## src/rtl/qrm_pkg.sv

```systemverilog
package qrm_pkg;

  localparam int unsigned Lanes = 9;
  localparam int unsigned QuoBits = 15;
  localparam int unsigned RemBits = 48;
  localparam int unsigned DenBits = 34;
  localparam logic [QuoBits-1:0] OneQ14 = 15'd16384;

  typedef struct packed {
    logic                                 vld;
    logic                                 zero;
    logic [Lanes-1:0]                     neg;
    logic [Lanes-1:0][RemBits-1:0]        rem;
    logic [Lanes-1:0][QuoBits-1:0]        quo;
    logic [DenBits-1:0]                   den;
    logic [2:0][31:0]                     shift;
  } div_word_t;

endpackage

```

## src/rtl/qrm_div_step.sv

```systemverilog
module qrm_div_step #(
  parameter int unsigned BIT = 0
) (
  input  logic               clk,
  input  logic               rst,
  input  qrm_pkg::div_word_t d,
  output qrm_pkg::div_word_t q
);

  logic [qrm_pkg::RemBits-1:0] trial;
  qrm_pkg::div_word_t nxt;

  assign trial = qrm_pkg::RemBits'(d.den) << BIT;

  always_comb begin
    nxt = d;
    nxt.vld = d.vld & ~rst;
    for (int i = 0; i < qrm_pkg::Lanes; i++) begin
      if (d.rem[i] >= trial) begin
        nxt.rem[i] = d.rem[i] - trial;
        nxt.quo[i][BIT] = 1'b1;
      end
    end
  end

  always_ff @(posedge clk) begin
    q <= nxt;
  end

endmodule

```

## config.mk

```make
export PLATFORM = sky130hd
export DESIGN_NAME = qrm_div_step
export DESIGN_NICKNAME = d
export VERILOG_FILES = /design/src/rtl/qrm_pkg.sv /design/src/rtl/qrm_div_step.sv
export SDC_FILE = /design/constraint.sdc
export NUM_CORES = 2
export LEC_CHECK = 0
export BUFFER_PORTS_ARGS = -buffer_cell sky130_fd_sc_hd__buf_2
export CORE_AREA = 2 2 557 559
export DETAILED_ROUTE_END_ITERATION = 16
export DIE_AREA = 0 0 559 561
export PLACE_DENSITY_LB_ADDON = 0.3
export SYNTH_ARGS = -nofsm -noshare
export SYNTH_HDL_FRONTEND = slang
export SYNTH_SLANG_ARGS = --single-unit
```

## constraint.sdc

```tcl
create_clock -name clk -period 3.6 [get_ports clk]
set_input_delay 0.72 -clock clk [delete_from_list [all_inputs] [get_ports clk]]
set_output_delay 0.72 -clock clk [all_outputs]
set_load 0.005 [all_outputs]
```

## Word level (Yosys, flattened, before mapping)

Cells that the tools add are included.

| operators by class | value |
|---|---|
| add/sub/neg operators | 9 |
| magnitude comparators | 9 |
| muxes and demuxes | 9 |
| bitwise operators | 2 |

Operators by type and width:

| kind | number |
|---|---|
| $ge A48 B34 Y1 | 9 |
| $mux W48 | 9 |
| $sub A48 B34 Y48 | 9 |
| $and A1 B1 Y1 | 1 |
| $not A1 Y1 | 1 |

| word-level totals | value |
|---|---|
| flip-flop bits (word level) | 708 |
| input port bits | 710 |
| output and inout port bits | 708 |

## Longest topological paths before layout

| logic depth | value |
|---|---|
| word-level depth | 2 |
| depth in mapped cells | 15 |

## Least setup slack after synthesis

No wires, ideal clock.

| timing | value |
|---|---|
| path kind | in2reg |
| from | input port d[129] (netlist name) |
| to | register q[506] (netlist name) |
| library setup time | 0.129 ns |
| data arrival time | 3.679 ns |
| slack | -0.208 ns |
| cell stages on the path | 10 |
| path buffers | 2 |
| cells stage by stage | inv_1 > ha_1 > a21o_1 > or3_1 > or4_1 > a2111o_1 > a21oi_1 > clkbuf_1 > buf_1 > o21ai_0 |

RTL lines:

| element | RTL line | RTL |
|---|---|---|
| start: declaration | qrm_div_step.sv:6 | `input qrm_pkg::div_word_t d,` |
| end signal: assignment | qrm_div_step.sv:27 | `q <= nxt;` |
| end: declaration | qrm_div_step.sv:7 | `output qrm_pkg::div_word_t q` |

==> out/results.txt <==
The type of element launching the critical path is an input port. The worst-case clock buffer depth is 4, and the arrival time at the worst endpoint is 4.38 ns. IR analysis of the VDD net gives a maximum drop of 0.000337 V. The number of nets in the synthesized netlist is 5420.

Measured along the x axis, the die boundary spans 559 µm. Post-synthesis mux area share: 0.0162. For this run, the top clock speed supported by timing is 277 MHz. Die area: 314000 µm². At the pin with the least slew margin, the transition time is 0.840 ns.

The worst-case headroom to the max-slew limit is 0.435. The first detailed-routing pass ran for 5 iterations. The clock net in this run drives a total of 708 sinks. In the routed design, unresolved DRC markers number 0.

The flip-flop cell with the highest count after synthesis is dfxtp_1. Leaving out fill and tap cells, the most frequent cell in the layout is buf_2. The xor/xnor cell area share of the yosys netlist is 0.0901. The final critical path time including I/O delays and setup was 3.61 ns; the global-route total usage across every layer was 0.182.

The I/O pin count is 1418. After global routing the overflow that remains totals 0. The number of placed cells counting well taps was 11000; the basic-gate share of the synthesized area counting and, or, nand and nor cells was 0.171.

Summing every instance area after synthesis gives 37600 µm². The combinational family with the most area after synthesis is compound AO/OA/AOI/OAI gates. The detail route stage leaves a number of antenna-violating nets equal to 0. The register with the most flip-flops in the final layout is q. Hold timing on the final database bottoms out at a slack of 0.0852 ns. The synthesized area per cell is 8.56 µm².

The logs give 46200 for the via count of the first global-routing pass and 2651 for the starting DRC count in detailed routing. The number of antenna violations at the first check in global routing was 131. After the last flow step, the layout net total stands at 8244. The share of total power in combinational logic is 0.309, and the net switching component of the power is 9.76 mW. The fraction of layout instances using a drive strength above 1 works out to 0.404.

The final design area excluding fillers came out at 65200 µm². The tools report the gate count of the mapped netlist as 4395. STA puts the critical path data required time at 4.37 ns. The flow ran to the end, but the final reports show violations. At the end of routability-driven placement, the weighted congestion stood at 0.966. The area share of fa/ha/maj cells after synthesis works out to 0.107. The number of endpoints failing setup at the final stage is 1, and the synthesis-stage register bit count is 708.

The tools report the starting density of the core as 0.122. The number of library cell types mapped by synthesis was 73. The synthesized design contains 0 enable-type register cells. The count of yosys warnings during synthesis is 0, and the switching fraction of total power is 0.333. The class of the worst hold path is input port to flip-flop. The design draws 29.3 mW.

The run gives 34200 as the fill cell total of the finished layout. The async set-reset flop share out of synthesis is 0. STA classifies the critical path endpoint as a flip-flop. Clock root buffer: clkbuf_16. After detailed routing, the number of vias per cell comes to 3.95.

The complex-gate fraction of the synthesized area was 0.211; the final wirelength was 297000 µm. For the sequential-to-total area share from yosys stat, the log shows 0.377. Input and output buffers added on the ports amount to 1417. The area growth from synthesis to layout is 73.4%. Of all nets on the critical path, the largest fanout is 38. Detailed placement HPWL: 258000 µm. After clock tree synthesis, the clock-pin slew on the worst setup and hold paths is 0.06 ns. The deepest level of the CTS H-tree was 3; the number of flip-flops in the largest register was 708. Detailed-route wire length per cell: 25.9 µm. The run gives 0.366 as the share of power burned in the clock network. TritonCTS built the clock tree.

The final reports fail on negative setup slack. Final non-filler cell total: 11400. The floorplan has 204 rows. Internal power comes to 19.5 mW. The worst path setup slack after routing came out at -0.00857 ns.

The count of maximum capacitance violations is 0, and the cell area power density is 449 nW/µm². The TritonCTS buffer count was 98. The final period utilization was 1.00. The largest registers in the layout are q (708). Maximum number of pins on one net before global-route repair: 72. The final count of pins violating max slew was 0. The kind of critical path was input port to flip-flop. The first global-routing pass estimated 393000 µm of wire. The library cells used most frequently in the layout, excluding fill and tap cells, are buf_2, buf_4, dfxtp_1. The cell area reported after detailed placement is 59100 µm², and the die extent in y is 561 µm. The run gives 45200 as the via total after detailed routing. The logs give 0.325 for the sequential fraction of design power and 308000 µm² for the area inside the core boundary. The number of failing hold endpoints at the final stage is 0. The leakage power figure was 30.4 nW.
metrics by stage:
step | utilization | setup slack (ns) | TNS, ns
2_1_floorplan | - | 0.000571 | 0
3_3_place_gp | 0.192 | -1.21 | -190.91
3_5_place_dp | 0.192 | -1.14 | -191.13
4_1_cts | 0.211 | 0.0310 | 0
5_1_grt | 0.212 | -0.0284 | -0.0425
6_report | 0.212 | -0.00857 | -0.00857
cell type report:
cell class	count	area (µm²)	share of cell area
multi-input cells	3414	22600	0.346
inverters	108	408	0.00626
flip-flops and latches	708	14200	0.217
diodes	25	62.6	0.000960
clock inverters	54	746	0.0114
repair buffers	2889	19400	0.297
clock buffers	122	2730	0.0418
well taps	4120	5150	0.0791
path summary, 6_finish.rpt:
| check | start | end | slack [ns] | depth (start not counted) |
|---|---|---|---|---|
| worst max-delay path | d[128] | q[655]$_DFF_P_ | -0.009 | 14 |
| worst min-delay path | d[90] | q[90]$_DFF_P_ | 0.09 | 1 |
cells by family (layout without fill, tap and decap cells):
logic type	count (synthesis)	after routing
AO/OA/AOI/OAI	1300	1300
XOR/XNOR	387	387
adder cells (fa/ha/maj)	315	315
buffers and inverters	273	3173
flip-flops	708	708
multiplexers	55	55
other	0	25
AND/OR/NAND/NOR	1357	1357
critical path, stage by stage:
cell and delay (ns):
dlygate4sd3_1 0.52, buf_2 0.12, inv_2 0.11, buf_4 0.25, ha_1 0.28, a21oi_1 0.29
nand2_1 0.11, or4_1 0.47, a31oi_1 0.31, buf_4 0.19, o21ai_4 0.08, buf_4 0.27
a21oi_1 0.41, buf_4 0.18
timing repair:
item                                    in CTS  in global routing
resized for setup                            5                 20
endpoints found under the setup margin      16                 38
setup buffers                                0                  1
hold buffers                               245                  0
pin swaps                                    0                  2
endpoints found under the hold margin      245                  0
per-layer routing:
metal  global-route usage  vias to the layer above  wire length (µm)
li1                     -                    21500                 -
met1                0.209                    21700            119000
met2                0.330                     1639            150000
met3               0.0334                      386             15300
met4               0.0673                       34             12600
met5                    0                        -               215
cells in the mapped netlist, types with 9 or more instances:
| master | instances | area (µm²) |
|---|---|---|
| nor3_1 | 85 | 425 |
| a31o_2 | 14 | 123 |
| clkbuf_1 | 149 | 559 |
| nand4_1 | 84 | 526 |
| o2111ai_1 | 10 | 87.6 |
| nor2b_1 | 44 | 275 |
| and2_1 | 18 | 113 |
| inv_1 | 108 | 405 |
| a31oi_1 | 47 | 294 |
| a21o_1 | 178 | 1340 |
| a211oi_1 | 31 | 233 |
| xor2_1 | 173 | 1520 |
| o21a_1 | 36 | 270 |
| a21oi_1 | 524 | 2620 |
| o31a_1 | 15 | 131 |
| nand2b_1 | 50 | 313 |
| nor4_1 | 40 | 250 |
| nor2_1 | 433 | 1630 |
| buf_1 | 12 | 45.0 |
| o211ai_1 | 20 | 150 |
| ha_1 | 306 | 3830 |
| or4_1 | 20 | 150 |
| a2111oi_0 | 11 | 96.3 |
| dfxtp_1 | 708 | 14200 |
| fa_1 | 9 | 180 |
| nor3b_1 | 13 | 97.6 |
| or2_2 | 21 | 131 |
| nand2_1 | 349 | 1310 |
| o21bai_1 | 47 | 353 |
| a311oi_1 | 10 | 87.6 |
| and3_1 | 33 | 206 |
| nor4b_1 | 9 | 78.8 |
| or3_1 | 36 | 225 |
| o31ai_1 | 27 | 203 |
| xnor2_1 | 214 | 1870 |
| nand3_1 | 92 | 460 |
| o21ai_0 | 250 | 1250 |
| mux2_2 | 44 | 495 |
power by group through the flow:
stage | logic (mW) | registers (mW) | clock network, mW
final | 9.06 | 9.51 | 10.7
after global routing | 9.73 | 9.59 | 11.4
after CTS | 9.17 | 9.55 | 11.1
after detailed placement | 8.88 | 9.67 | 0
after global placement | 8.92 | 9.72 | 0
after floorplan | 3.20 | 9.47 | 0
Note: power is estimated with default switching activity, not from simulation.
